==> config.mk <==
export PLATFORM = sky130hd
export DESIGN_NAME = rx_packet_descriptor_ring_top
export DESIGN_NICKNAME = d
export VERILOG_FILES = /design/src/sv/rxdr_pkg.sv /design/src/sv/rxdr_len_store.sv /design/src/sv/rx_packet_descriptor_ring_top.sv
export SDC_FILE = /design/constraint.sdc
export NUM_CORES = 1
export LEC_CHECK = 0
export BUFFER_PORTS_ARGS = -buffer_cell sky130_fd_sc_hd__buf_4
export CAP_MARGIN = 40
export CORE_UTILIZATION = 50
export DETAILED_ROUTE_END_ITERATION = 10
export PLACE_DENSITY = 0.67
export SYNTH_ARGS = -nofsm -noshare
export SYNTH_HDL_FRONTEND = slang
export SYNTH_SLANG_ARGS = --single-unit
==> constraint.sdc <==
create_clock -name clk -period 3.6 [get_ports clk]
set_input_delay 0 -clock clk [delete_from_list [all_inputs] [get_ports clk]]
set_output_delay 0 -clock clk [all_outputs]
set_load 0.05 [all_outputs]
==> src/sv/rxdr_pkg.sv <==
// ----------------------------------------------------------------------------
// rxdr_pkg
// Types and fixed widths shared by the receive descriptor ring.
// ----------------------------------------------------------------------------
package rxdr_pkg;

	localparam int LEN_W  = 10;
	localparam int SLOT_W = 4;
	localparam int OVW_W  = 16;

	localparam logic OP_RECORD = 1'b0;
	localparam logic OP_FETCH  = 1'b1;

	typedef struct packed {
		logic             op;
		logic [LEN_W-1:0] packet_length;
		logic [LEN_W-1:0] max_length;
	} rxdr_in_t;

	typedef struct packed {
		logic              found;
		logic [SLOT_W-1:0] read_slot;
		logic [LEN_W-1:0]  read_length;
		logic [SLOT_W-1:0] fill_slot;
		logic [OVW_W-1:0]  overwrite_count;
	} rxdr_out_t;

endpackage

==> src/sv/rxdr_len_store.sv <==
// ----------------------------------------------------------------------------
// rxdr_len_store
// Slot length memory: one write port, one registered read port. Per-slot
// valid flags make never-written or reset slots read back as zero.
// ----------------------------------------------------------------------------
module rxdr_len_store #(
	parameter int SLOT_COUNT = 16,
	parameter int IDX_W      = 4
) (
	input  logic                      clk,
	input  logic                      arst_n,
	input  logic [IDX_W-1:0]          rd_addr,
	output logic [rxdr_pkg::LEN_W-1:0] rd_data,
	input  logic                      wr_en,
	input  logic [IDX_W-1:0]          wr_addr,
	input  logic [rxdr_pkg::LEN_W-1:0] wr_data
);
	import rxdr_pkg::*;

	logic [LEN_W-1:0]      mem [SLOT_COUNT];
	logic [SLOT_COUNT-1:0] valid_q;
	logic [LEN_W-1:0]      rd_data_s1;
	logic                  rd_valid_s1;

	always_ff @(posedge clk) begin
		if (wr_en) begin
			mem[wr_addr] <= wr_data;
		end
		rd_data_s1 <= mem[rd_addr];
	end

	always_ff @(posedge clk or negedge arst_n) begin
		if (!arst_n) begin
			valid_q     <= '0;
			rd_valid_s1 <= 1'b0;
		end else begin
			if (wr_en) begin
				valid_q[wr_addr] <= 1'b1;
			end
			rd_valid_s1 <= valid_q[rd_addr];
		end
	end

	assign rd_data = rd_valid_s1 ? rd_data_s1 : '0;

endmodule

==> src/sv/rx_packet_descriptor_ring_top.sv <==
// ----------------------------------------------------------------------------
// rx_packet_descriptor_ring_top
// Receive descriptor ring of packet lengths with head/tail pointers.
//
//   channel   dir  handshake           word
//   in_data   in   in_valid/in_ready   rxdr_in_t  (op, lengths)
//   out_data  out  out_valid/out_ready rxdr_out_t (one result per input word)
//
// Record: from accept to result the steps are read, modify/write, result.
// Fetch: one length memory read per slot visited (those skipped plus the one
// returned). An empty ring fetch goes straight to the result.
// Reset clears pointers, counter and slot valid flags at once; no sweep.
// A waiting result does not block acceptance of the next input word.
// ----------------------------------------------------------------------------
module rx_packet_descriptor_ring_top #(
	parameter int SLOT_COUNT       = 16,
	parameter int MAX_PACKET_BYTES = 512
) (
	input  logic                clk,
	input  logic                arst_n,
	input  logic                in_valid,
	output logic                in_ready,
	input  rxdr_pkg::rxdr_in_t  in_data,
	output logic                out_valid,
	input  logic                out_ready,
	output rxdr_pkg::rxdr_out_t out_data
);
	import rxdr_pkg::*;

	localparam int IDX_W = (SLOT_COUNT > 1) ? $clog2(SLOT_COUNT) : 1;
	localparam logic [IDX_W-1:0] LAST_IDX = IDX_W'(SLOT_COUNT - 1);

	typedef enum logic [2:0] {
		ST_IDLE = 3'b001,
		ST_LOOK = 3'b010,
		ST_DONE = 3'b100
	} state_t;

	state_t           st_q;
	logic             op_q;
	logic [LEN_W-1:0] plen_q;
	logic [LEN_W-1:0] maxlen_q;
	logic [IDX_W-1:0] head_q;
	logic [IDX_W-1:0] tail_q;
	logic [OVW_W-1:0] ovw_q;
	rxdr_out_t        res_q;
	rxdr_out_t        out_q;
	logic             out_valid_q;

	logic             accept;
	logic             out_load;
	logic [IDX_W-1:0] rd_addr;
	logic [LEN_W-1:0] rd_len;
	logic             wr_en;
	logic [IDX_W-1:0] wr_addr;
	logic [LEN_W-1:0] wr_data;
	logic [IDX_W-1:0] head_nxt;
	logic [IDX_W-1:0] tail_nxt;
	logic [IDX_W-1:0] head_new;
	logic [OVW_W-1:0] ovw_new;
	logic [LEN_W-1:0] plen_sat;
	logic             fits;

	function automatic logic [IDX_W-1:0] ring_next(input logic [IDX_W-1:0] i);
		return (i == LAST_IDX) ? '0 : i + 1'b1;
	endfunction

	assign accept   = in_valid && in_ready;
	assign in_ready = (st_q == ST_IDLE);
	assign out_load = (st_q == ST_DONE) && (!out_valid_q || out_ready);

	assign head_nxt = ring_next(head_q);
	assign tail_nxt = ring_next(tail_q);
	assign head_new = (head_nxt != tail_q) ? head_nxt : head_q;
	assign ovw_new  = (rd_len != '0) ? ovw_q + 1'b1 : ovw_q;
	assign plen_sat = (32'(plen_q) > 32'(MAX_PACKET_BYTES)) ?
	                  LEN_W'(MAX_PACKET_BYTES) : plen_q;
	assign fits     = (rd_len <= maxlen_q);

	// read address: head for a record, tail (or the slot after it) for a fetch
	always_comb begin
		rd_addr = head_q;
		if (st_q == ST_IDLE && in_data.op == OP_FETCH) begin
			rd_addr = tail_q;
		end else if (st_q == ST_LOOK && op_q == OP_FETCH) begin
			rd_addr = tail_nxt;
		end
	end

	always_comb begin
		wr_en   = 1'b0;
		wr_addr = head_q;
		wr_data = plen_sat;
		if (st_q == ST_LOOK) begin
			if (op_q == OP_RECORD) begin
				wr_en = 1'b1;
			end else if (fits) begin
				wr_en   = 1'b1;
				wr_addr = tail_q;
				wr_data = '0;
			end
		end
	end

	rxdr_len_store #(
		.SLOT_COUNT (SLOT_COUNT),
		.IDX_W      (IDX_W)
	) u_store (
		.clk     (clk),
		.arst_n  (arst_n),
		.rd_addr (rd_addr),
		.rd_data (rd_len),
		.wr_en   (wr_en),
		.wr_addr (wr_addr),
		.wr_data (wr_data)
	);

	always_ff @(posedge clk) begin
		if (accept) begin
			op_q     <= in_data.op;
			plen_q   <= in_data.packet_length;
			maxlen_q <= in_data.max_length;
		end
		if (out_load) begin
			out_q <= res_q;
		end
		unique case (st_q)
			ST_IDLE: begin
				res_q <= '{found: 1'b0, read_slot: '0, read_length: '0,
				           fill_slot: SLOT_W'(head_q), overwrite_count: ovw_q};
			end
			ST_LOOK: begin
				if (op_q == OP_RECORD) begin
					res_q.fill_slot       <= SLOT_W'(head_new);
					res_q.overwrite_count <= ovw_new;
				end else if (fits) begin
					res_q.found       <= 1'b1;
					res_q.read_slot   <= SLOT_W'(tail_q);
					res_q.read_length <= rd_len;
				end
			end
			ST_DONE: begin
			end
			default: begin
			end
		endcase
	end

	always_ff @(posedge clk or negedge arst_n) begin
		if (!arst_n) begin
			st_q        <= ST_IDLE;
			head_q      <= '0;
			tail_q      <= '0;
			ovw_q       <= '0;
			out_valid_q <= 1'b0;
		end else begin
			if (out_load) begin
				out_valid_q <= 1'b1;
			end else if (out_ready) begin
				out_valid_q <= 1'b0;
			end
			unique case (st_q)
				ST_IDLE: begin
					if (accept) begin
						if (in_data.op == OP_FETCH && head_q == tail_q) begin
							st_q <= ST_DONE;
						end else begin
							st_q <= ST_LOOK;
						end
					end
				end
				ST_LOOK: begin
					if (op_q == OP_RECORD) begin
						head_q <= head_new;
						ovw_q  <= ovw_new;
						st_q   <= ST_DONE;
					end else begin
						// oversized slots are consumed but keep their length
						tail_q <= tail_nxt;
						if (fits || tail_nxt == head_q) begin
							st_q <= ST_DONE;
						end
					end
				end
				ST_DONE: begin
					if (out_load) begin
						st_q <= ST_IDLE;
					end
				end
				default: begin
					st_q <= ST_IDLE;
				end
			endcase
		end
	end

	assign out_valid = out_valid_q;
	assign out_data  = out_q;

endmodule

==> impl_metrics.json, run 1 <==
{
  "status": "complete, no violations",
  "design_area_um2": 15400,
  "vdd_drop_max_uv": 469,
  "antenna_found_initial": 0,
  "die_y_um": 162,
  "synth_top_cell_by_area": "edfxtp_1",
  "grt_pass1_vias": 7815,
  "grt_first_pass_wirelength_mm": 44.4,
  "yosys-top-cells-count": "edfxtp_1 (251), nand2_1 (122), nand3_1 (62)",
  "grt_start_max_net_pins": 46,
  "seq_area_frac_synth_pct": 69.3,
  "ys_warn_count": 0,
  "yosysUniqueCellTypes": 68,
  "post-route-min-period_ns": 3.18,
  "drv_cap": 0,
  "p_total_mw": 13.6,
  "yosysMostFrequentCell": "edfxtp_1",
  "r2r-end": "u_store.mem[6][2]$_DFFE_PP_",
  "synth_top_area_share_pct": 58.9,
  "use_met3_pct": 2.71,
  "placed_area_um2": 14000,
  "finalCoreUtilization_pct": 61.2,
  "cts_tree": "done",
  "r2r-start": "u_store.rd_valid_s1$_DFF_PN0_",
  "routed_wl_mm": 28.5,
  "viasPerCell": 5.50,
  "layout-drive-gt1-share_pct": 19.9,
  "drt_iter0_markers": 587,
  "setup_tns_ns": 0,
  "worstPathArrival_ns": 3.43,
  "cts_setup_buffers": 0,
  "fmax_ghz": 0.314,
  "grt_overflow": 0,
  "initial_utilization_pct": 51.0,
  "nets": 1120,
  "regToRegSetupSlack_ns": 0.42,
  "top_usage_layer": "met2",
  "grt.total_usage_pct": 22.3,
  "synthesis.nets": 976,
  "async_reset_ff_share_pct": 14.7,
  "ant_nets": 0,
  "clk_latency_ns": 0.56,
  "via_count": 7898,
  "dp_hpwl_mm": 19.0,
  "rsz0062_at_grt": "false",
  "die_area_um2": 26200,
  "clock_path_buffers": 3,
  "cts_made_buffers": 31,
  "place.port_buffers": 61,
  "ios": 62,
  "drc": 0,
  "cellPowerDensity_nw_per_um2": 885,
  "coreArea_um2": 25100,
  "setup_viol_count_final": 0,
  "root_buffer": "clkbuf_16",
  "synth_area_um2": 12800,
  "use_met2_pct": 38.4,
  "htreeDepth": 1,
  "worstHoldPathType": "input port to asynchronous set/reset pin",
  "syn_avg_cell_area_um2": 13.6,
  "ys_ff_latch": 306,
  "maxSlewViolCount": 0,
  "n_antenna_cell": 0,
  "tightest_slew_ns": 0.828,
  "crit_type": "flip-flop to flip-flop",
  "fp.dieW_um": 162,
  "leakagePower_nw": 5.91,
  "final-hold-violation-count": 0,
  "gp_congestion": 0.841,
  "r2r_cells": 10,
  "firstDrtPassIters": 6,
  "clk_pin_slew_worst_paths_ns": 0.06,
  "layout-area-overhead-vs-synth_pct": 20.2,
  "path_max_fanout": 22,
  "post_drt_wl_per_cell_um": 19.8,
  "synth.area.top_cells": "edfxtp_1 (59%), dfrtp_1 (8.6%), nand2_1 (3.6%)",
  "finClkSkew_ns": 0.0216,
  "start_kind": "flip-flop",
  "synth_ff_type": "edfxtp_1",
  "use_met1_pct": 29.6,
  "crit_required_ns": 3.85,
  "synth_edf_count": 251,
  "synthCells": 938,
  "slew_headroom_pct": 44.8,
  "cts.sinks": 306,
  "finalCritPeriodShare_pct": 88.4,
  "endpoint_kind": "flip-flop",
  "std_cell_rows": 58
}
## power by group
| group | switching, mW | internal (mW) |
|---|---|---|
| combinational | 3.23 | 1.95 |
| sequential | 0.325 | 4.72 |
| clock | 1.32 | 2.06 |
| total | 4.88 | 8.73 |
## worst max-delay path by stage
| stage | startpoint | end | slack (ns) | cells past startpoint |
|---|---|---|---|---|
| after floorplan | u_store.rd_valid_s1$_DFF_PN0_ | res_q[20]$_SDFFCE_PN0P_ | 0.34 | 8 |
| after global placement | u_store.rd_valid_s1$_DFF_PN0_ | u_store.mem[10][6]$_DFFE_PP_ | 0.32 | 9 |
| after detailed placement | u_store.rd_valid_s1$_DFF_PN0_ | u_store.mem[10][0]$_DFFE_PP_ | 0.22 | 9 |
| after CTS | u_store.rd_valid_s1$_DFF_PN0_ | u_store.mem[10][3]$_DFFE_PP_ | 0.20 | 9 |
| after global routing | u_store.rd_valid_s1$_DFF_PN0_ | u_store.mem[4][5]$_DFFE_PP_ | 0.17 | 10 |
| final | u_store.rd_valid_s1$_DFF_PN0_ | u_store.mem[6][2]$_DFFE_PP_ | 0.42 | 10 |
## cells by family (layout without fill, tap and decap cells)
family                   after synthesis  after routing  synth area share (%)
AND/OR/NAND/NOR                      352            352                  13.7
flip-flops                           306            306                  69.3
AO/OA/AOI/OAI                        109            109                  6.16
buffers and inverters                 63            232                  2.41
multiplexers                          52             52                  4.25
XOR/XNOR                              43             43                  2.94
adder cells (fa/ha/maj)               13             13                  1.27
## cell type report
type,instances,area [um^2]
inverter,21,78.8
sequential,306,8860
tap,330,413
timing repair buffer,153,1260
clock buffer,47,962
clock inverter,11,143
multi-input combinational,569,3660
fill,1960,9730
## cells in the final DEF, fill, tap and decap left out, types with 5 or more instances in the layout
cell type / synthesis / layout
o21bai_1: 8 / 8
a21o_1: 8 / 8
mux2_2: 16 / 16
o21ai_0: 9 / 8
nor4_1: 5 / 5
and2_1: 33 / 33
xor2_1: 23 / 23
ha_1: 13 / 13
mux2i_1: 33 / 33
clkbuf_1: 14 / 5
and3_1: 9 / 9
nand3_1: 62 / 62
clkbuf_8: 0 / 6
dfxtp_1: 10 / 10
a21oi_1: 31 / 31
buf_4: 5 / 124
dfrtp_1: 44 / 44
nor2_1: 53 / 52
or2_2: 5 / 5
nor4_2: 6 / 6
nand2b_1: 7 / 7
dlygate4sd3_1: 0 / 25
clkbuf_16: 0 / 34
a31oi_1: 7 / 7
nand4_1: 12 / 12
inv_1: 21 / 21
nand2_1: 122 / 122
a32o_1: 9 / 9
nor3_1: 10 / 10
or3_1: 6 / 6
xnor2_1: 20 / 20
edfxtp_1: 251 / 251
## worst max-delay path, stage by stage (launching register included)
cell and delay (ns):
dfrtp_1 0.50, and2_1 0.20, ha_1 0.30, nand3_1 0.11, a211oi_1 0.28, a2111o_1 0.17
nand2_1 0.20, buf_12 0.23, or4_1 0.47, a21oi_1 0.16, buf_4 0.24
## what timing repair did
action,CTS,global route
hold buffers,25,0
gates resized for setup,0,1
endpoints found under the setup margin,0,10
endpoints found under the hold margin,71,0
## layer usage
layer,routed length [um],vias to the layer above,part of all wire (%)
met4,776,0,2.7
met3,1580,50,5.6
met1,12000,3852,42
li1,-,3745,-
met2,14200,251,50
met5,0,-,0
## state kept, by name, indices dropped and copies added (netlist names)
name,flops
op_q,1
st_q,3
out_data,35
tail_q,4
u_store.mem,160
head_q,4
res_q,35
u_store.valid_q,16
u_store.rd_data_s1,10
maxlen_q,10
plen_q,10
out_valid,1
u_store.rd_valid_s1,1
ovw_q,16
## per-stage QoR
step	std cells	setup slack, ns	hold WS, ns
finish	1437	0.419	0.0194
detailed placement	1353	0.224	0.0564
floorplan	938	0.338	-0.296
CTS	1436	0.198	0.0312
global route	1437	0.165	0.0654
global placement	1352	0.323	0.0528
Power figures use the tool's default switching activity.
==> inputs of run 2 (changes only) <==
--- a/config.mk
+++ b/config.mk
@@ -7,9 +7,9 @@
 export LEC_CHECK = 0
 export BUFFER_PORTS_ARGS = -buffer_cell sky130_fd_sc_hd__buf_4
 export CAP_MARGIN = 40
-export CORE_UTILIZATION = 50
+export CORE_ASPECT_RATIO = 1.5
+export CORE_UTILIZATION = 40
 export DETAILED_ROUTE_END_ITERATION = 10
-export PLACE_DENSITY = 0.67
 export SYNTH_ARGS = -nofsm -noshare
 export SYNTH_HDL_FRONTEND = slang
 export SYNTH_SLANG_ARGS = --single-unit
==> run 2 against run 1 <==
Clock skew decreased by 0.0097 ns. Final area decreased by 0.15%. Combinational power is essentially flat. Die area rose by 25%.
==> impl_metrics.json, run 2 (synthesis gave the netlist of run 1 again) <==
{
  "crit_buf_inv": 1,
  "cts_resized": 0,
  "endpoint_kind": "flip-flop",
  "cts.sinks": 306,
  "clk_latency_ns": 0.55,
  "worst_path_max_delay_cell": "a32oi_1",
  "fp.dieW_um": 148,
  "final_cell_mix": "edfxtp_1 (251), nand2_1 (122), buf_4 (117), nand3_1 (62), nor2_1 (53)",
  "n_fill_cell": 2747,
  "n_antenna_cell": 0,
  "drv_cap": 0,
  "largest_reg_flops": 160,
  "drc": 0,
  "cts_setup_buffers": 0,
  "viasPerCell": 5.24,
  "grt_overflow": 0,
  "r2r-end": "u_store.valid_q[3]$_DFFE_PN0P_",
  "grt_start_max_net_pins": 46,
  "die_area_um2": 32700,
  "ant_nets": 0,
  "firstDrtPassIters": 8,
  "gp_congestion": 0.839,
  "largest_register": "u_store.mem",
  "final-hold-violation-count": 0,
  "leakagePower_nw": 5.84,
  "r2r-start": "u_store.rd_valid_s1$_DFF_PN0_",
  "use_met1_pct": 20.4,
  "r2r_cells": 10,
  "clk_pin_slew_worst_paths_ns": 0.07,
  "worstPathArrival_ns": 3.74,
  "post_drt_wl_per_cell_um": 19.8,
  "cp_slowest_stage_delay_ns": 0.77,
  "cellPowerDensity_nw_per_um2": 869,
  "grt.total_usage_pct": 18.6,
  "via_count": 7862,
  "final_common_cell": "edfxtp_1",
  "cts_tree": "done",
  "post-route-min-period_ns": 3.31,
  "regToRegSetupSlack_ns": 0.29,
  "use_met3_pct": 2.52,
  "worstHoldPathType": "input port to asynchronous set/reset pin",
  "place.port_buffers": 61,
  "crit_chain": "and2_1 > ha_1 > nand3_1 > a211oi_1 > a2111o_1 > nand2_1 > a32oi_1 > nor2_1 > buf_4 > or2_1",
  "initial_utilization_pct": 41.0,
  "grt_first_pass_wirelength_mm": 45.6,
  "start_kind": "flip-flop",
  "antenna_found_initial": 0,
  "finClkSkew_ns": 0.0119,
  "critical_path_depth": 10,
  "setup_viol_count_final": 0,
  "root_buffer": "clkbuf_16",
  "ios": 62,
  "layout-drive-gt1-share_pct": 19.2,
  "crit_required_ns": 4.04,
  "dp_hpwl_mm": 21.3,
  "tightest_slew_ns": 0.822,
  "std_cell_rows": 79,
  "routed_wl_mm": 29.7,
  "htreeDepth": 1,
  "cts_made_buffers": 27,
  "maxSlewViolCount": 0,
  "path_max_fanout": 13,
  "clock_path_buffers": 3,
  "crit_family": "compound AO/OA/AOI/OAI gates",
  "slew_headroom_pct": 45.2,
  "hold_ws_ns": 0.0331,
  "layout-area-overhead-vs-synth_pct": 20.0,
  "fmax_ghz": 0.302,
  "status": "complete, no violations",
  "crit_type": "flip-flop to flip-flop",
  "drt_iter0_markers": 506,
  "top_usage_layer": "met2",
  "finalCritPeriodShare_pct": 91.9,
  "coreArea_um2": 31200,
  "die_y_um": 221,
  "vdd_drop_max_uv": 391,
  "setup_tns_ns": 0,
  "rsz0062_at_grt": "false",
  "grt_pass1_vias": 7951,
  "use_met2_pct": 35.6,
  "nets": 1113
}
[run 2: cell count changes in the layout (fill, tap and decap cells not counted), moves of 2 or more]
cell,change
buf_4,-7
clkbuf_16,-7
clkbuf_8,-5
clkinv_2,+5
buf_12,+4
bufinv_16,+3
clkbuf_1,-3
inv_4,-3
clkbuf_2,-2
clkinvlp_4,+2
[run 2: how the worst max path moves through the flow]
| stage | start | slack (ns) | to |
|---|---|---|---|
| finish | u_store.rd_valid_s1$_DFF_PN0_ | 0.29 | u_store.valid_q[3]$_DFFE_PN0P_ |
| global route | u_store.rd_valid_s1$_DFF_PN0_ | 0.008 | u_store.valid_q[1]$_DFFE_PN0P_ |
| CTS | u_store.rd_valid_s1$_DFF_PN0_ | 0.27 | u_store.valid_q[1]$_DFFE_PN0P_ |
| detailed placement | u_store.rd_valid_s1$_DFF_PN0_ | 0.31 | u_store.valid_q[1]$_DFFE_PN0P_ |
| global placement | u_store.rd_valid_s1$_DFF_PN0_ | 0.37 | u_store.valid_q[1]$_DFFE_PN0P_ |
| floorplan | u_store.rd_valid_s1$_DFF_PN0_ | 0.34 | res_q[20]$_SDFFCE_PN0P_ |
[run 2: area by class of cell]
| class | instances | area, um^2 | area share, % |
|---|---|---|---|
| well taps | 405 | 507 | 3.30 |
| clock buffers | 30 | 697 | 4.54 |
| clock inverters | 20 | 267 | 1.74 |
| inverters | 21 | 78.8 | 0.513 |
| flip-flops and latches | 306 | 8860 | 57.7 |
| multi-input cells | 569 | 3660 | 23.8 |
| repair buffers | 150 | 1280 | 8.36 |
[run 2: timing repair]
item                       4_1_cts  5_1_grt
hold buffers                    25        0
hold endpoints to repair        70        0
setup endpoints to repair        0        0
[run 2: report_power, final]
| group | switching [mW] | internal [mW] | total, mW |
|---|---|---|---|
| Sequential | 0.326 | 4.71 | 5.04 |
| Clock | 1.26 | 1.84 | 3.09 |
| Combinational | 3.30 | 1.92 | 5.21 |
| Total | 4.88 | 8.47 | 13.3 |
[run 2: stage by stage]
stage / total power, mW / area, um^2 / std cells / setup WS, ns / util, %
final: 13.3 / 15400 / 1501 / 0.291 / 49.2
after CTS: 13.4 / 15400 / 1501 / 0.275 / 49.2
after global placement: 10.2 / 14100 / 1425 / 0.369 / 45.2
after detailed placement: 10.3 / 14100 / 1426 / 0.306 / 45.3
after global routing: 14.0 / 15400 / 1501 / 0.00850 / 49.2
after floorplan: 8.28 / 12800 / 938 / 0.338 / -
[run 2: per-layer routing]
layer  share of wire [%]  wire (um)
met5                   0          0
met1                  37      11000
met3                 4.1       1210
met2                  56      16600
met4                 3.0        895
